### src/rtl/core/chacha20_keystream_xor_macros.svh
// Assertion macros for the ChaCha20 keystream XOR block.
// Depends on nothing; the user provides clk and rst_n in scope.
`ifndef CHACHA20_KEYSTREAM_XOR_MACROS_SVH
`define CHACHA20_KEYSTREAM_XOR_MACROS_SVH

// The consequent must hold in the same cycle as the antecedent.
`define CKX_ASSERT_IMP(lbl, ante, cons, msg) \
    lbl: assert property (@(posedge clk) disable iff (!rst_n) (ante) |-> (cons)) \
        else $error(msg);

// The consequent must hold in the cycle after the antecedent.
`define CKX_ASSERT_NEXT(lbl, ante, cons, msg) \
    lbl: assert property (@(posedge clk) disable iff (!rst_n) (ante) |=> (cons)) \
        else $error(msg);

`endif

### src/rtl/core/ckx_pkg.sv
// Shared types, constants and the half quarter-round function of the
// ChaCha20 keystream XOR block. No dependencies.
package ckx_pkg;

    localparam int CFG_W      = 64;
    localparam int IDX_W      = 3;
    localparam int POS_W      = 6;
    localparam int Q_DEPTH    = 4;
    localparam int ROUNDS_DEF = 20;

    // Register indexes of the configuration port.
    localparam logic [IDX_W-1:0] REG_KEY_0     = 3'd0;
    localparam logic [IDX_W-1:0] REG_KEY_1     = 3'd1;
    localparam logic [IDX_W-1:0] REG_KEY_2     = 3'd2;
    localparam logic [IDX_W-1:0] REG_KEY_3     = 3'd3;
    localparam logic [IDX_W-1:0] REG_NONCE     = 3'd4;
    localparam logic [IDX_W-1:0] REG_START_CTR = 3'd5;

    localparam logic [POS_W-1:0] POS_FIRST = 6'd0;
    localparam logic [POS_W-1:0] POS_LAST  = 6'd63;

    localparam logic [3:0][31:0] SIGMA = {
        32'h6b206574, 32'h79622d32, 32'h3320646e, 32'h61707865
    };

    typedef logic [15:0][31:0] word16_t;
    typedef logic [3:0][31:0]  quad_t;

    typedef struct packed {
        logic [7:0] data_in;
        logic       end_of_buffer;
    } in_word_t;

    typedef struct packed {
        logic [7:0] data_out;
        logic       out_last;
    } out_word_t;

    typedef struct packed {
        logic [7:0]       data;
        logic             last;
        logic [POS_W-1:0] pos;
    } q_entry_t;

    typedef struct packed {
        logic [3:0][63:0] key;
        logic [63:0]      nonce;
    } cfg_t;

    typedef struct packed {
        logic        hit;
        logic        ctr_load;
        logic [63:0] value;
    } cfg_evt_t;

    typedef struct packed {
        logic start;
        logic abort;
    } core_ctl_t;

    typedef struct packed {
        logic busy;
        logic done;
    } core_stat_t;

    typedef struct packed {
        logic nxt_valid;
        logic start;
    } back_stat_t;

    // First or second half of a quarter round: two add, xor, rotate steps.
    // Element 0 is a, 1 is b, 2 is c, 3 is d.
    function automatic quad_t qr_half(input logic [31:0] a, input logic [31:0] b,
                                      input logic [31:0] c, input logic [31:0] d,
                                      input logic second);
        logic [31:0] a1;
        logic [31:0] dx;
        logic [31:0] d1;
        logic [31:0] c1;
        logic [31:0] bx;
        logic [31:0] b1;
        quad_t       res;
        a1 = a + b;
        dx = d ^ a1;
        d1 = second ? {dx[23:0], dx[31:24]} : {dx[15:0], dx[31:16]};
        c1 = c + d1;
        bx = b ^ c1;
        b1 = second ? {bx[24:0], bx[31:25]} : {bx[19:0], bx[31:20]};
        res[0] = a1;
        res[1] = b1;
        res[2] = c1;
        res[3] = d1;
        return res;
    endfunction

endpackage

### src/rtl/core/ckx_fifo.sv
// Short word queue between the front and the back of the block.
// Depends on ckx_pkg.
module ckx_fifo (
    input  logic              clk,
    input  logic              rst_n,
    input  logic              push,
    input  ckx_pkg::q_entry_t wr_entry,
    input  logic              pop,
    output ckx_pkg::q_entry_t head,
    output logic              full,
    output logic              empty
);
    import ckx_pkg::*;

    localparam int AW = $clog2(Q_DEPTH);

    q_entry_t      mem [Q_DEPTH];
    logic [AW:0]   wr_ptr_reg;
    logic [AW:0]   wr_ptr_next;
    logic [AW:0]   rd_ptr_reg;
    logic [AW:0]   rd_ptr_next;

    assign empty = (wr_ptr_reg == rd_ptr_reg);
    assign full  = (wr_ptr_reg[AW-1:0] == rd_ptr_reg[AW-1:0]) &&
                   (wr_ptr_reg[AW] != rd_ptr_reg[AW]);
    assign head  = mem[rd_ptr_reg[AW-1:0]];

    assign wr_ptr_next = wr_ptr_reg + (AW+1)'(1);
    assign rd_ptr_next = rd_ptr_reg + (AW+1)'(1);

    always_ff @(posedge clk or negedge rst_n)
    begin
        if (!rst_n)
        begin
            wr_ptr_reg <= '0;
            rd_ptr_reg <= '0;
        end
        else
        begin
            if (push)
            begin
                wr_ptr_reg <= wr_ptr_next;
            end
            if (pop)
            begin
                rd_ptr_reg <= rd_ptr_next;
            end
        end
    end

    always_ff @(posedge clk)
    begin
        if (push)
        begin
            mem[wr_ptr_reg[AW-1:0]] <= wr_entry;
        end
    end

endmodule

### config.mk
export PLATFORM = sky130hd
export DESIGN_NAME = ckx_fifo
export DESIGN_NICKNAME = d
export VERILOG_FILES = /design/src/rtl/core/chacha20_keystream_xor_macros.svh /design/src/rtl/core/ckx_pkg.sv /design/src/rtl/core/ckx_fifo.sv
export SDC_FILE = /design/constraint.sdc
export NUM_CORES = 1
export LEC_CHECK = 0
export ABC_AREA = 1
export BUFFER_PORTS_ARGS = -buffer_cell sky130_fd_sc_hd__buf_2
export CAP_MARGIN = 20
export CORE_MARGIN = 2
export CORE_UTILIZATION = 23
export CTS_CLUSTER_SIZE = 8
export DETAILED_ROUTE_END_ITERATION = 10
export PLACE_DENSITY = 0.37
export SLEW_MARGIN = 5
export SYNTH_ARGS = -nofsm -noshare
export SYNTH_HDL_FRONTEND = slang
export SYNTH_SLANG_ARGS = --single-unit
### constraint.sdc
create_clock -name clk -period 1.85 [get_ports clk]
set_clock_uncertainty 0.15 [all_clocks]
set_input_delay 0.0925 -clock clk [delete_from_list [all_inputs] [get_ports clk]]
set_output_delay 0.0925 -clock clk [all_outputs]
set_load 0.1 [all_outputs]
==> results by group <==
Synthesis
  – Synth warn: 0
  – Top cells by area, synth: edfxtp_1 (64%), nand2_1 (14%), dfrtp_1 (5.3%)
  – Seq/Total Area, Yosys: 69.4%
  – Synthesized area: 2810 um^2
  – Synth Register Bits: 66
  – Synth area leader: edfxtp_1
  – Post-synth top area share: 64.0%
  – Syn avg cell area: 11.3 um^2
  – Synth unique cells: 17
  – Cells after synthesis: 249
  – Syn nets: 273

Cells and area
  – Multi-input combinational cell area: 714 um^2
  – Post-Layout Inst Area: 4020 um^2
  – Nets@finish: 345
  – Fillcell total: 1197
  – Area growth, synth to finish: 42.7%
  – ANT cells: 0
  – Largest register FFs: 60
  – Share of cells above drive strength 1: 25.8%
  – Register area: 1950 um^2

STA
  – Fin crit share: 97.6%
  – Fmax: 554 MHz
  – Slew Limit Fails: 0
  – Slew HR: 78.8%
  – Endpoints failing setup: 0
  – Hold Vio Cnt, Final: 0
  – RSZ-0062 raised after global routing: true
  – Worst slew pin tran: 0.316 ns
  – Post-layout min period: 1.81 ns

Die
  – Initial Util: 23.5%
  – Core Box Area: 12000 um^2
  – Chip height: 115 um
  – Die area: 13100 um^2
  – DIE WIDTH: 115 um
  – Io pins: 36
  – Cell Rows: 40

Global route
  – Global route overflow: 0
  – Vias in the first global route: 1890
  – First-pass GRT wire length: 9810 um
  – Pin count of the biggest net entering global routing: 26
  – Global Route Usage Sum: 10.1%
  – Initial antenna violation count: 0

Status
  – Outcome: finished clean

CTS
  – H-tree depth: 3
  – Clock sinks: 66
  – Clk slew on worst S/H paths: 0.05 ns
  – Clock tree buffer depth: 2
  – CTS buffer count: 9
  – Root buffer cell: clkbuf_16
  – CTS tree: built
  – Clock latency at the later pin of the worst-skew pair: 0.32 ns

Drt
  – WL/cell: 13.1 um
  – Vias/cell: 3.88
  – Routed via count: 1837
  – Detail Route Antenna Nets: 0
  – Pre-Repair DR Iteration Count: 4
  – Initial drt markers: 62
  – Total routed wirelength: 6210 um
  – Residual DRC: 0

Setup path
  – Startpoint Class: register
  – Crit Path Class: register to output pin
  – Worst Path Max Fanout: 12
  – Critical Path AT: 1.56 ns
  – Crit end category: output pin
  – CP required: 1.61 ns

Worst hold path
  – Worst hold path class: input port to register

Flow run
  – Max-cap viol count: 0

Placement
  – Dpl hpwl: 3920 um
  – Number of port buffers: 35
  – RD Place Congestion: 0.725
  – DP Area: 3480 um^2
stage by stage:
| step | TNS (ns) | hold slack [ns] | std cells | setup slack [ns] | util (%) |
|---|---|---|---|---|---|
| floorplan | -0.818 | -0.353 | 249 | -0.409 | - |
| global placement | 0 | -0.208 | 435 | 0.289 | 29.1 |
| detailed placement | 0 | -0.211 | 435 | 0.293 | 29.1 |
| CTS | -0.00261 | 0.371 | 470 | -0.00261 | 33.0 |
| global route | -0.0406 | 0.377 | 473 | -0.0231 | 33.6 |
| finish | 0 | 0.372 | 473 | 0.0448 | 33.6 |
critical path: stages, from the launching register on:
cell and delay [ns]:
dfrtp_2 0.45, buf_12 0.16, or2_2 0.29, nand3_1 0.09
nand2_2 0.08, buf_12 0.17
cell usage after synthesis:
| cell | instances |
|---|---|
| ha_1 | 5 |
| nand3_1 | 15 |
| o21ai_0 | 2 |
| xor2_1 | 4 |
| buf_2 | 2 |
| nand2_1 | 104 |
| buf_4 | 2 |
| buf_6 | 4 |
| or2_1 | 7 |
| edfxtp_1 | 60 |
| nor2_1 | 2 |
| or2_2 | 8 |
| inv_1 | 23 |
| dfrtp_1 | 6 |
| inv_2 | 1 |
| clkbuf_2 | 2 |
| xnor2_1 | 2 |
metal layers:
layer / GRT usage [%] / routed length (um)
met1: 12.8 / 2950
met2: 16.8 / 2990
met5: 0 / 0
met3: 1.96 / 164
met4: 4.63 / 97
final timing paths:
kind	start	to	slack, ns	cells past startpoint
max in group asynchronous	rst_n	rd_ptr_reg[0]	0.72	3
setup reg to reg	wr_ptr_reg[1]	mem[1][1]	0.31	5
hold / removal	wr_entry[6]	mem[1][6]	0.37	2
min in group asynchronous	rst_n	wr_ptr_reg[0]	0.57	3
setup / recovery	rd_ptr_reg[0]	head[5]	0.04	5
hold reg to reg	wr_ptr_reg[2]	wr_ptr_reg[2]	0.38	1
logic make-up after synthesis:
kind of cell / Yosys count / synth area share (%)
AND/OR/NAND/NOR: 136 / 20.1
flip-flops: 66 / 69.4
buffers and inverters: 34 / 6.05
XOR/XNOR: 6 / 1.87
adder cells (fa/ha/maj): 5 / 2.22
AO/OA/AOI/OAI: 2 / 0.356
final cells by class:
class / instances / area share, %
clock inverters: 3 / 0.436
inverters: 24 / 2.24
repair buffers: 71 / 20.1
clock buffers: 13 / 6.23
flip-flops and latches: 66 / 48.6
well taps: 147 / 4.58
multi-input cells: 149 / 17.8
layout by cell type, fill, tap and decap left out, types with 3 or more instances in the layout:
cell type       n
dfrtp_1         5
buf_2          18
edfxtp_1       60
buf_4          10
buf_12         19
buf_6           4
or2_2           8
clkbuf_1        3
nand2_2         5
nand3_1        14
xor2_1          4
or2_1           7
inv_1          22
ha_1            5
dlygate4sd3_1  19
clkbuf_16      10
nand2_1        99
repair_timing:
item / 4_1_cts / 5_1_grt
hold buffers: 19 / 0
setup buffers: 0 / 2
endpoints found under the setup margin: 10 / 12
gates resized for setup: 6 / 9
gates cloned: 0 / 1
endpoints found under the hold margin: 72 / 0
Power is left out: the tool's default activity adds up to more than one toggle a clock period on the data nets, which glitch-free logic cannot reach.
