$ cat config.mk
export PLATFORM = sky130hd
export DESIGN_NAME = ckx_front
export DESIGN_NICKNAME = d
export VERILOG_FILES = /design/src/rtl/core/chacha20_keystream_xor_macros.svh /design/src/rtl/core/ckx_pkg.sv /design/src/rtl/core/ckx_front.sv
export SDC_FILE = /design/constraint.sdc
export NUM_CORES = 1
export LEC_CHECK = 0
export BUFFER_PORTS_ARGS = -buffer_cell sky130_fd_sc_hd__buf_2
export CORE_MARGIN = 4
export CORE_UTILIZATION = 30
export DETAILED_ROUTE_END_ITERATION = 12
export MAX_ROUTING_LAYER = met4
export PLACE_DENSITY = 0.65
export SLEW_MARGIN = 5
export SYNTH_ARGS = -nofsm -noshare
export SYNTH_HDL_FRONTEND = slang
export SYNTH_SLANG_ARGS = --single-unit
$ cat constraint.sdc
create_clock -name clk -period 1.59 [get_ports clk]
set_input_delay 0 -clock clk [delete_from_list [all_inputs] [get_ports clk]]
set_output_delay 0 -clock clk [all_outputs]
set_load 0.02 [all_outputs]
$ cat src/rtl/core/chacha20_keystream_xor_macros.svh
// Assertion macros for the ChaCha20 keystream XOR block.
// Depends on nothing; the user provides clk and rst_n in scope.
`ifndef CHACHA20_KEYSTREAM_XOR_MACROS_SVH
`define CHACHA20_KEYSTREAM_XOR_MACROS_SVH

// The consequent must hold in the same cycle as the antecedent.
`define CKX_ASSERT_IMP(lbl, ante, cons, msg) \
    lbl: assert property (@(posedge clk) disable iff (!rst_n) (ante) |-> (cons)) \
        else $error(msg);

// The consequent must hold in the cycle after the antecedent.
`define CKX_ASSERT_NEXT(lbl, ante, cons, msg) \
    lbl: assert property (@(posedge clk) disable iff (!rst_n) (ante) |=> (cons)) \
        else $error(msg);

`endif

$ cat src/rtl/core/ckx_pkg.sv
// Shared types, constants and the half quarter-round function of the
// ChaCha20 keystream XOR block. No dependencies.
package ckx_pkg;

    localparam int CFG_W      = 64;
    localparam int IDX_W      = 3;
    localparam int POS_W      = 6;
    localparam int Q_DEPTH    = 4;
    localparam int ROUNDS_DEF = 20;

    // Register indexes of the configuration port.
    localparam logic [IDX_W-1:0] REG_KEY_0     = 3'd0;
    localparam logic [IDX_W-1:0] REG_KEY_1     = 3'd1;
    localparam logic [IDX_W-1:0] REG_KEY_2     = 3'd2;
    localparam logic [IDX_W-1:0] REG_KEY_3     = 3'd3;
    localparam logic [IDX_W-1:0] REG_NONCE     = 3'd4;
    localparam logic [IDX_W-1:0] REG_START_CTR = 3'd5;

    localparam logic [POS_W-1:0] POS_FIRST = 6'd0;
    localparam logic [POS_W-1:0] POS_LAST  = 6'd63;

    localparam logic [3:0][31:0] SIGMA = {
        32'h6b206574, 32'h79622d32, 32'h3320646e, 32'h61707865
    };

    typedef logic [15:0][31:0] word16_t;
    typedef logic [3:0][31:0]  quad_t;

    typedef struct packed {
        logic [7:0] data_in;
        logic       end_of_buffer;
    } in_word_t;

    typedef struct packed {
        logic [7:0] data_out;
        logic       out_last;
    } out_word_t;

    typedef struct packed {
        logic [7:0]       data;
        logic             last;
        logic [POS_W-1:0] pos;
    } q_entry_t;

    typedef struct packed {
        logic [3:0][63:0] key;
        logic [63:0]      nonce;
    } cfg_t;

    typedef struct packed {
        logic        hit;
        logic        ctr_load;
        logic [63:0] value;
    } cfg_evt_t;

    typedef struct packed {
        logic start;
        logic abort;
    } core_ctl_t;

    typedef struct packed {
        logic busy;
        logic done;
    } core_stat_t;

    typedef struct packed {
        logic nxt_valid;
        logic start;
    } back_stat_t;

    // First or second half of a quarter round: two add, xor, rotate steps.
    // Element 0 is a, 1 is b, 2 is c, 3 is d.
    function automatic quad_t qr_half(input logic [31:0] a, input logic [31:0] b,
                                      input logic [31:0] c, input logic [31:0] d,
                                      input logic second);
        logic [31:0] a1;
        logic [31:0] dx;
        logic [31:0] d1;
        logic [31:0] c1;
        logic [31:0] bx;
        logic [31:0] b1;
        quad_t       res;
        a1 = a + b;
        dx = d ^ a1;
        d1 = second ? {dx[23:0], dx[31:24]} : {dx[15:0], dx[31:16]};
        c1 = c + d1;
        bx = b ^ c1;
        b1 = second ? {bx[24:0], bx[31:25]} : {bx[19:0], bx[31:20]};
        res[0] = a1;
        res[1] = b1;
        res[2] = c1;
        res[3] = d1;
        return res;
    endfunction

endpackage

$ cat src/rtl/core/ckx_front.sv
// Input side: accepts words, tracks the byte position within the block
// and tags each word for the queue. Depends on ckx_pkg.
module ckx_front (
    input  logic              clk,
    input  logic              rst_n,
    input  logic              in_valid,
    output logic              in_ready,
    input  ckx_pkg::in_word_t in_word,
    input  logic              ctr_load,
    input  logic              q_full,
    output logic              q_push,
    output ckx_pkg::q_entry_t q_entry
);
    import ckx_pkg::*;

    logic [POS_W-1:0] pos_reg;
    logic [POS_W-1:0] pos_next;

    assign in_ready = !q_full;
    assign q_push   = in_valid && !q_full;

    assign q_entry.data = in_word.data_in;
    assign q_entry.last = in_word.end_of_buffer;
    assign q_entry.pos  = pos_reg;

    // A block ends after its last byte or after a byte that closes a buffer; a counter load also restarts the position.
    always_comb
    begin
        pos_next = pos_reg;
        if (ctr_load)
        begin
            pos_next = POS_FIRST;
        end
        else if (q_push)
        begin
            if (pos_reg == POS_LAST || in_word.end_of_buffer)
            begin
                pos_next = POS_FIRST;
            end
            else
            begin
                pos_next = pos_reg + POS_W'(1);
            end
        end
    end

    always_ff @(posedge clk or negedge rst_n)
    begin
        if (!rst_n)
        begin
            pos_reg <= POS_FIRST;
        end
        else
        begin
            pos_reg <= pos_next;
        end
    end

endmodule

==> key figures, run 1 <==
Critical path
  – Critical Path Sink Type: flop
  – Data required time at the worst endpoint: 1710 ps
  – Arr. time, crit path: 1440 ps
  – Worst reg2reg startpoint: pos_reg[0]
  – Reg2Reg Depth: 5
  – Maximum cell stage delay along the critical path: approximately 400 ps
  – Largest driver fanout on the critical path: 5
  – Cell breakdown of the critical path: ha_1, and3_1, nand3_1, a21oi_1, nor2_1
  – Critical path start-end classification: flop to flop
  – Worst reg2reg endpoint: pos_reg[3]
  – Library cell contributing the largest single delay on the critical path: sky130_fd_sc_hd__dfrtp_1
  – Type of origin of the critical path: flop
  – Crit path max-delay family: flip-flops
  – Setup slack of the most critical reg-to-reg path: 270 ps
  – CP Buf/Inv Count: 0

Clock tree
  – Bufs on Longest Clock Path: 2
  – CTS HTree Levels: 1
  – Number of buffers inserted by post-CTS setup repair: 0
  – Clock edge transition at the registers on the reported setup and hold paths: 40 ps
  – Number of clock sinks seen by CTS: 6
  – TritonCTS clock tree: yes
  – Clock root buffer: sky130_fd_sc_hd__clkbuf_4
  – Clock latency reported for the late side of the worst-skew pair: 240 ps
  – Post-cts resize count: 0
  – Post-CTS Hold Buffers: 1
  – Total clock buffers created by CTS: 3

Min path
  – Worst hold path cell count: 0
  – Class of the worst hold path: input pin to output port
  – Worst Hold Launch: in_word[1]
  – Terminating pin of the worst hold path: q_entry[7]

Floorplanning
  – I/O pins: 31
  – Number of cell rows: 13
  – Initial standard-cell utilization of the core: 31.7%
  – Chip width: roughly 45 um
  – Core Footprint: 1280 um2
  – Height of the chip: 44.9 um
  – Full die area: 2010 um2

Timing
  – Final max-slew violation count: 0
  – Final setup fails: 0
  – Clk_skew: 1.16 ps
  – Final setup TNS: 0 ps
  – Setup repair after global routing missed its margin: no
  – Number of hold-slack violations in the final timing report: 0
  – Final min period: 1320 ps
  – FMAX: around 760 MHz
  – Transition at the pin with the smallest max-transition slack: 234 ps
  – Worst relative slew slack: 84.2%
  – Share of the cycle needed by the critical path after routing: 83.2%
  – Final setup slack of the worst path: 267 ps

Synthesis
  – FF+latch count, synth: 6
  – Most common cell in the synthesized netlist: sky130_fd_sc_hd__buf_4
  – Ranking of synthesized cells by instance count: sky130_fd_sc_hd__buf_4, sky130_fd_sc_hd__dfrtp_1, sky130_fd_sc_hd__nor2_1
  – Count of flip-flops with a built-in enable after synthesis: 0
  – Fraction of synthesized cell area taken by the top area cell type: 36.8%
  – Warnings, synthesis: 0
  – Mean instance size in the synthesized netlist: 8.68 um2
  – Post-Syn Instances: 47
  – Ys flop type: sky130_fd_sc_hd__dfrtp_1
  – Largest cells by area after synthesis: sky130_fd_sc_hd__dfrtp_1, sky130_fd_sc_hd__buf_4, sky130_fd_sc_hd__nor2_1
  – Number of distinct library cells after synthesis: 21
  – Synthesized cell area: 408 um2
  – Async set-or-reset flop fraction in the synthesized netlist: between 90% and 100%
  – Cell type with the highest aggregate area in the netlist: sky130_fd_sc_hd__dfrtp_1
  – Share of synthesized area occupied by flip-flops and latches: a little under two fifths
  – Synthesized net count: 62

Placement
  – Post-Place Worst Slack: around 300 ps
  – Area post-placement: 424 um2
  – Cell count after placement: 66
  – Number of buffer cells added on primary ports: 14
  – Final HPWL from detailed placement: around 660 um
  – Routability congestion estimate from global placement: 0.814

Routing
  – Vias after detailed routing: ~360
  – Routed WL: 872 um
  – Number of vias per cell after detailed routing: 5.17
  – Antenna Violating Nets Remaining: 0
  – Number of violations reported at the end of detailed-routing iteration 0: 11
  – DRC violation count after routing: 0
  – Drt pass-1 iters: 4
  – Average wire per cell in the routed design: about 12 um

Cells and area
  – Area of all placed cells without fillers: 457 um2
  – Non-filler instance count after layout: 70
  – Share of post-route cells with drive strength above 1: 34.5%
  – Max FFs per register: 6
  – Area Overhead vs Synth: 12.0%
  – Number of antenna repair diodes: 0
  – Final Net Count: 72

Run
  – Max capacitance violation total: 0

Power
  – Peak ir drop on the vdd network: 0.000412 V
  – PD cells: 732 nW/um2
  – Standby leakage power: ~0.24 nW

Global route
  – Global-route wire length before repair: about 1.5 mm
  – Pin count of the biggest net entering global routing: 10
  – Gr ovfl total: 0
  – Global routing usage summed across all routing layers: between 10% and 20%
  – Number of global-route vias before repair: 339
  – Number of antenna violations at the first check in global routing: 0

Status
  – Status: completed
==> kinds of logic after synthesis <==
kind of cell             share of synthesized area, %
AND/OR/NAND/NOR                                  21.5
buffers and inverters                            19.6
AO/OA/AOI/OAI                                    14.7
flip-flops                                       36.8
XOR/XNOR                                         4.30
adder cells (fa/ha/maj)                          3.07
==> how the worst max path moves through the flow <==
stage | start | to | slack (ps) | cells after the start
finish | pos_reg[0] | pos_reg[3] | 270 | 5
global route | pos_reg[0] | pos_reg[3] | 160 | 5
CTS | pos_reg[0] | pos_reg[3] | 280 | 5
detailed placement | pos_reg[0] | pos_reg[3] | 300 | 5
global placement | pos_reg[0] | pos_reg[5] | 320 | 5
floorplan | pos_reg[0] | pos_reg[3] | 250 | 5
==> layout by cell type (no fill, tap or decap), drive strengths merged <==
master,synthesis,routed
buf,10,14
dfrtp,6,6
nor2,5,5
o21ai,5,5
nor3,3,3
clkbuf,0,3
and3,2,2
a21oi,2,2
xor2,2,2
nand2,2,2
inv,2,2
nand2b,1,1
nand3,1,1
a22oi,1,1
o2111ai,1,1
nand4,1,1
a311oi,1,1
nand4b,1,1
ha,1,1
dlygate4sd3,0,1
==> where the power goes <==
group	total, W	leakage, nW	switching [W]	internal, W
clock network	0.000133	0.0138	0.0000482	0.0000849
logic	0.0000448	0.147	0.0000279	0.0000169
registers	0.000156	0.0835	0.00000157	0.000155
total	0.000334	0.244	0.0000777	0.000257
==> worst register-to-register path, delay by kind of cell, from the launching register on <==
| kind | cells | cell delay [ps] |
|---|---|---|
| DFF | 1 | 390 |
| and+or+nand+nor | 3 | 360 |
| adders and majority gates | 1 | 250 |
| AOI/OAI and AO/OA | 1 | 200 |
==> per-layer routing <==
layer  vias to the layer above  global-route usage, %  share of wire, %
met2                         9                   16.3                51
li1                        176                      -                 -
met3                         4                   4.78               4.5
met5                         -                      -                 0
met1                       173                   11.8                43
met4                         0                   5.26               2.2
==> area by class of cell <==
class,count,area [um2]
fillers,138,828
multi-input cells,29,178
flip-flops and latches,6,150
repair buffers,15,80.1
clock buffers,3,22.5
well taps,15,18.8
inverters,2,7.51
==> through the flow <==
step	hold slack (ps)	total power, W	util [%]
after global placement	-171	0.000201	33.0
final	0.00881	0.000334	35.5
after global routing	0.0420	0.000360	35.5
after CTS	0.137	0.000344	35.5
after floorplan	-296	0.000214	-
after detailed placement	-171	0.000201	33.0
No activity file was read; power rests on OpenSTA's default activity.
==> run 2: changes to the inputs <==
--- a/config.mk
+++ b/config.mk
@@ -5,12 +5,13 @@
 export SDC_FILE = /design/constraint.sdc
 export NUM_CORES = 1
 export LEC_CHECK = 0
+export ABC_AREA = 1
 export BUFFER_PORTS_ARGS = -buffer_cell sky130_fd_sc_hd__buf_2
 export CORE_MARGIN = 4
 export CORE_UTILIZATION = 30
 export DETAILED_ROUTE_END_ITERATION = 12
 export MAX_ROUTING_LAYER = met4
-export PLACE_DENSITY = 0.65
+export PLACE_DENSITY = 0.64
 export SLEW_MARGIN = 5
 export SYNTH_ARGS = -nofsm -noshare
 export SYNTH_HDL_FRONTEND = slang
==> constraint.sdc (replaced) <==
create_clock -name clk -period 1.38 [get_ports clk]
set_input_delay 0 -clock clk [delete_from_list [all_inputs] [get_ports clk]]
set_output_delay 0 -clock clk [all_outputs]
set_load 0.02 [all_outputs]
==> run 2 against run 1 <==
Clock power up 12%; first-iteration DRC count down 91%; routed wire length down 4.9%; combinational power up 10%; final cell count up 23%; utilization up 0.86 points; sequential share of layout area down 1.9 points; register-to-register slack worse by 90 ps; clock skew about the same; critical endpoint is now pos_reg[2]; highest routed layer unchanged.
==> key figures, run 2 <==
Status
  – Status: completed

Clock tree
  – CTS HTree Levels: 1
  – Clock edge transition at the registers on the reported setup and hold paths: 40 ps
  – Number of buffers inserted by post-CTS setup repair: 0
  – Post-cts resize count: 0
  – Bufs on Longest Clock Path: 2
  – Clock latency reported for the late side of the worst-skew pair: 230 ps
  – Number of clock sinks seen by CTS: 6
  – Total clock buffers created by CTS: 3
  – Clock root buffer: sky130_fd_sc_hd__clkbuf_4
  – TritonCTS clock tree: yes

Routing
  – Drt pass-1 iters: 2
  – Antenna Violating Nets Remaining: 0
  – Routed WL: 829 um
  – Number of violations reported at the end of detailed-routing iteration 0: 1
  – Number of vias per cell after detailed routing: 4.29
  – Vias after detailed routing: 369
  – Average wire per cell in the routed design: 9.64 um
  – DRC violation count after routing: 0

Power
  – Power share of the sequential group: 47.6%
  – Combinational power share: 13.0%
  – Standby leakage power: 0.309 nW
  – Clock power frac: 39.4%
  – PD cells: 780 nW/um2
  – Peak ir drop on the vdd network: 0.000307 V
  – Switching power of the nets: approximately 0.000085 W
  – Total internal power: 0.000294 W
  – Fraction of power spent switching nets: 22.4%

Cells and area
  – Number of antenna repair diodes: 0
  – Final core utilization: 36.4%
  – Share of post-route cells with drive strength above 1: 29.6%
  – Final Net Count: around 90
  – Area Overhead vs Synth: 12.5%
  – Commonest non-fill, non-tap cell in the layout: sky130_fd_sc_hd__nand2_1
  – Commonest cells after routing, fill and taps aside: sky130_fd_sc_hd__nand2_1, sky130_fd_sc_hd__buf_2, sky130_fd_sc_hd__inv_1, sky130_fd_sc_hd__dfrtp_1, sky130_fd_sc_hd__nor2_1
  – Max FFs per register: 6

Critical path
  – Arr. time, crit path: between 1000 and 1500 ps
  – Library cell contributing the largest single delay on the critical path: sky130_fd_sc_hd__dfrtp_1
  – Largest driver fanout on the critical path: 4
  – Data required time at the worst endpoint: about 1500 ps
  – Cell breakdown of the critical path: ha_1, nand2_1, nor2_1, a21oi_2, nor2_2, nor2_1
  – Crit path max-delay family: simple AND/OR/NAND/NOR gates
  – CP Buf/Inv Count: 0
  – Type of origin of the critical path: flop
  – Critical path start-end classification: flop to flop
  – Maximum cell stage delay along the critical path: 380 ps
  – Most frequent CP cell: sky130_fd_sc_hd__nor2_1
  – Critical Path Sink Type: flop

Synthesis
  – Warnings, synthesis: 0
  – Share of synthesized area occupied by flip-flops and latches: 34.8%
  – Count of flip-flops with a built-in enable after synthesis: 0
  – Fraction of synthesized cell area taken by the top area cell type: about a third
  – Async set-or-reset flop fraction in the synthesized netlist: 100%
  – Synthesized cell area: between 400 and 500 um2
  – Ys flop type: sky130_fd_sc_hd__dfrtp_1
  – Synthesized net count: 77
  – Largest cells by area after synthesis: sky130_fd_sc_hd__dfrtp_1, sky130_fd_sc_hd__buf_4, sky130_fd_sc_hd__nand2_1
  – FF+latch count, synth: 6
  – Most common cell in the synthesized netlist: sky130_fd_sc_hd__nand2_1
  – Mean instance size in the synthesized netlist: 6.96 um2
  – Number of distinct library cells after synthesis: 14
  – Ranking of synthesized cells by instance count: sky130_fd_sc_hd__nand2_1, sky130_fd_sc_hd__inv_1, sky130_fd_sc_hd__buf_4
  – Cell type with the highest aggregate area in the netlist: sky130_fd_sc_hd__dfrtp_1
  – Post-Syn Instances: just over 60

Timing
  – Final setup fails: 0
  – Transition at the pin with the smallest max-transition slack: between 200 and 250 ps
  – Share of the cycle needed by the critical path after routing: 87.1%
  – FMAX: 832 MHz
  – Worst relative slew slack: 84.6%
  – Final min period: 1200 ps
  – Final max-slew violation count: 0
  – Clk_skew: 0.867 ps
  – Number of hold-slack violations in the final timing report: 0
  – Final setup TNS: 0 ps
  – Setup repair after global routing missed its margin: no

Global route
  – Number of antenna violations at the first check in global routing: 0
  – Global routing usage summed across all routing layers: under 10%
  – Pin count of the biggest net entering global routing: 9
  – Global-route wire length before repair: roughly 1.4 mm
  – Gr ovfl total: 0
  – Number of global-route vias before repair: 374

Min path
  – Class of the worst hold path: input pin to output port

Run
  – Max capacitance violation total: 0

Floorplanning
  – Chip width: between 40 and 50 um
  – Height of the chip: 45.9 um
  – Full die area: 2110 um2
  – Initial standard-cell utilization of the core: 32.4%
  – Number of cell rows: 13
  – Core Footprint: 1330 um2
  – I/O pins: 31

Placement
  – Final HPWL from detailed placement: 712 um
  – Routability congestion estimate from global placement: 0.769
  – Number of buffer cells added on primary ports: 14
## run 2: worst paths after layout
path                            start          end  slack, ps  cells past startpoint
max                        pos_reg[0]   pos_reg[2]        180                      6
min                        in_word[6]  q_entry[12]      0.009                      0
max reg2reg                pos_reg[0]   pos_reg[2]        180                      6
min reg2reg                pos_reg[1]   pos_reg[1]        540                      2
max in group asynchronous       rst_n   pos_reg[3]       1130                      2
min in group asynchronous       rst_n   pos_reg[2]        110                      2
## run 2: layer usage
metal	part of all wire (%)	track usage [%]
met1	41	9.52
met4	0.24	10.8
met3	7.1	1.19
met2	51	15.1
met5	0	-
## run 2: cell type report
type	count	area, um2
multi-input combinational	36	173
clock buffer	3	22.5
fill	155	848
tap	15	18.8
sequential	6	150
timing repair buffer	15	80.1
inverter	11	41.3
## run 2: metrics by stage
stage | instances | hold slack (ps) | power, W | setup WS [ps] | area (um2)
5_1_grt | 86 | 0.0472 | 0.000397 | 75.0 | 485
2_1_floorplan | 62 | -296 | 0.000246 | 131 | 432
3_3_place_gp | 82 | -172 | 0.000230 | 206 | 453
6_report | 86 | 0.00881 | 0.000379 | 178 | 485
3_5_place_dp | 82 | -173 | 0.000230 | 182 | 453
4_1_cts | 86 | 0.236 | 0.000391 | 170 | 485
## run 2: repair_timing
item,CTS,global route
endpoints found under the setup margin,0,0
hold endpoints to repair,6,0
hold buffers,1,0
## run 2: logic make-up after synthesis
logic type / count (synthesis) / synth area share, %
flip-flops: 6 / 34.8
adder cells (fa/ha/maj): 1 / 2.90
AO/OA/AOI/OAI: 4 / 6.09
AND/OR/NAND/NOR: 31 / 31.0
buffers and inverters: 20 / 25.2
## run 2: power groups by stage
stage	clock network, W	registers, W	logic [W]
2_1_floorplan	0	0.000185	0.0000615
3_3_place_gp	0	0.000183	0.0000478
3_5_place_dp	0	0.000183	0.0000477
4_1_cts	0.000161	0.000180	0.0000500
5_1_grt	0.000162	0.000180	0.0000545
6_report	0.000149	0.000180	0.0000493
==> run 3: changes to the inputs <==
--- a/config.mk
+++ b/config.mk
@@ -7,11 +7,14 @@
 export LEC_CHECK = 0
 export ABC_AREA = 1
 export BUFFER_PORTS_ARGS = -buffer_cell sky130_fd_sc_hd__buf_2
+export CELL_PAD_IN_SITES_DETAIL_PLACEMENT = 2
+export CELL_PAD_IN_SITES_GLOBAL_PLACEMENT = 2
+export CORE_ASPECT_RATIO = 0.75
 export CORE_MARGIN = 4
-export CORE_UTILIZATION = 30
+export CORE_UTILIZATION = 18
 export DETAILED_ROUTE_END_ITERATION = 12
 export MAX_ROUTING_LAYER = met4
-export PLACE_DENSITY = 0.64
+export PLACE_DENSITY = 0.76
 export SLEW_MARGIN = 5
 export SYNTH_ARGS = -nofsm -noshare
 export SYNTH_HDL_FRONTEND = slang
==> run 3 against run 2 <==
Die area up 54%; first-iteration DRC count rose to 3.0 times the previous value; clock power about the same; final area up 5.4%; combinational power up 3%; largest cell class unchanged.
==> key figures, run 3 (synthesized netlist as in run 2, its figures left out) <==
Timing
  – Transition at the pin with the smallest max-transition slack: around 230 ps
  – Clk_skew: 0.678 ps
  – Share of the cycle needed by the critical path after routing: approximately 90%
  – Final max-slew violation count: 0
  – Number of hold-slack violations in the final timing report: 0
  – Worst relative slew slack: 84.7%
  – Setup repair after global routing missed its margin: no
  – Final min period: 1240 ps
  – FMAX: 809 MHz
  – Final setup TNS: 0 ps
  – Final setup fails: 0

Floorplanning
  – Full die area: approximately 3300 um2
  – Core Footprint: around 2300 um2
  – Height of the chip: 50.4 um
  – Number of cell rows: 15
  – I/O pins: 31
  – Chip width: 64.5 um
  – Initial standard-cell utilization of the core: 18.9%

Routing
  – Average wire per cell in the routed design: 10.7 um
  – Routed WL: 1.12 mm
  – Vias after detailed routing: 397
  – Number of vias per cell after detailed routing: 3.78
  – Drt pass-1 iters: 2
  – Number of violations reported at the end of detailed-routing iteration 0: 3
  – Antenna Violating Nets Remaining: 0
  – DRC violation count after routing: 0

Critical path
  – Critical Path Sink Type: flop
  – Setup slack of the most critical reg-to-reg path: 140 ps
  – Worst reg2reg endpoint: pos_reg[2]
  – Data required time at the worst endpoint: 1540 ps
  – Crit path launch: pos_reg[0]
  – Largest driver fanout on the critical path: 4
  – Type of origin of the critical path: flop
  – Worst reg2reg startpoint: pos_reg[0]
  – Critical path start-end classification: flop to flop
  – Arr. time, crit path: 1400 ps
  – Reg2Reg Depth: 6

Cells and area
  – Layout fillers: 305
  – Number of antenna repair diodes: 0
  – Register area: between 150 and 200 um2
  – Max FFs per register: 6
  – Final Net Count: ~90
  – Area Overhead vs Synth: 18.6%
  – Non-filler instance count after layout: between 100 and 150
  – Share of post-route cells with drive strength above 1: 31.0%
  – Commonest cells after routing, fill and taps aside: sky130_fd_sc_hd__nand2_1, sky130_fd_sc_hd__buf_2, sky130_fd_sc_hd__inv_1, sky130_fd_sc_hd__dfrtp_1
  – Commonest non-fill, non-tap cell in the layout: sky130_fd_sc_hd__nand2_1
  – Area of the multi-input gates: 175 um2

Power
  – Switching power of the nets: 0.0000891 W
  – Total internal power: roughly 0.00029 W
  – Fraction of power spent switching nets: approximately a quarter
  – Combinational power share: 13.3%
  – Peak ir drop on the vdd network: 0.000407 V
  – Power share of the sequential group: between 40% and 50%
  – PD cells: 748 nW/um2
  – Clock power frac: 39.6%
  – Standby leakage power: between 0.3 and 0.4 nW

Status
  – Status: completed

Global route
  – Global routing usage summed across all routing layers: under 10%
  – Gr ovfl total: 0
  – Pin count of the biggest net entering global routing: 9
  – Number of antenna violations at the first check in global routing: 0
  – Global-route wire length before repair: about 1.9 mm
  – Number of global-route vias before repair: between 400 and 500

Placement
  – Number of buffer cells added on primary ports: 14
  – Routability congestion estimate from global placement: 0.800
  – Cell count after placement: 101
  – Final HPWL from detailed placement: 972 um

Clock tree
  – TritonCTS clock tree: yes
  – Bufs on Longest Clock Path: 2
  – Total clock buffers created by CTS: 3
  – Clock root buffer: sky130_fd_sc_hd__clkbuf_4
  – Clock latency reported for the late side of the worst-skew pair: 240 ps
  – Number of clock sinks seen by CTS: 6
  – Clock edge transition at the registers on the reported setup and hold paths: ~40 ps
  – CTS HTree Levels: 1

Min path
  – Terminating pin of the worst hold path: q_entry[8]
  – Class of the worst hold path: input pin to output port
  – Worst hold path cell count: 0
  – Worst Hold Launch: in_word[2]

Run
  – Max capacitance violation total: 0
run 3: area by class of cell:
class,count,area share [%]
clock buffers,3,4.40
inverters,11,8.07
multi-input cells,36,34.2
flip-flops and latches,6,29.3
well taps,34,8.31
repair buffers,15,15.6
run 3: worst max-delay path by stage:
stage                      end  slack (ps)  cells after the start
floorplan           pos_reg[2]         130                      6
global placement    pos_reg[0]         190                      6
detailed placement  pos_reg[2]         120                      6
CTS                 pos_reg[2]         120                      6
global route        pos_reg[1]          30                      6
finish              pos_reg[2]         140                      6
run 3: power by group through the flow:
| stage | clock (W) | combinational (W) | sequential (W) |
|---|---|---|---|
| 6_report | 0.000152 | 0.0000509 | 0.000180 |
| 5_1_grt | 0.000185 | 0.0000573 | 0.000180 |
| 4_1_cts | 0.000163 | 0.0000522 | 0.000180 |
| 3_5_place_dp | 0 | 0.0000500 | 0.000183 |
| 3_3_place_gp | 0 | 0.0000498 | 0.000183 |
| 2_1_floorplan | 0 | 0.0000615 | 0.000185 |
run 3: worst max-delay path: stages (launching register included):
cell,delay [ps]
sky130_fd_sc_hd__dfrtp_1,400
sky130_fd_sc_hd__ha_1,230
sky130_fd_sc_hd__nand2_1,110
sky130_fd_sc_hd__nor2_2,60
sky130_fd_sc_hd__a21oi_2,190
sky130_fd_sc_hd__nor2_2,70
sky130_fd_sc_hd__nor2_1,110
run 3: metal layers:
metal  share of wire (%)  GRT usage (%)  up-vias  wire [um]
met2                  49           11.5        8        550
met3                 3.3           2.24        0         37
met1                  48           9.74      192        536
met4                   0           5.61        0          0
li1                    -              -      197          -
met5                   0              -        -          0
run 3: timing repair:
| item | CTS | global route |
|---|---|---|
| hold buffers | 1 | 0 |
| gates resized for setup | 0 | 1 |
| endpoints found under the setup margin | 0 | 2 |
| buffers inserted | 0 | 0 |
| hold endpoints to repair | 6 | 0 |
run 3: through the flow:
stage / power [W] / worst slack (ps) / area, um2 / utilization [%] / hold WS [ps]
floorplan: 0.000246 / 131 / 432 / - / -296
finish: 0.000383 / 144 / 512 / 22.3 / 0.00561
global route: 0.000422 / 31.1 / 512 / 22.3 / 0.0386
global placement: 0.000232 / 191 / 477 / 20.8 / -173
detailed placement: 0.000233 / 121 / 477 / 20.8 / -172
CTS: 0.000396 / 119 / 509 / 22.2 / 0.137
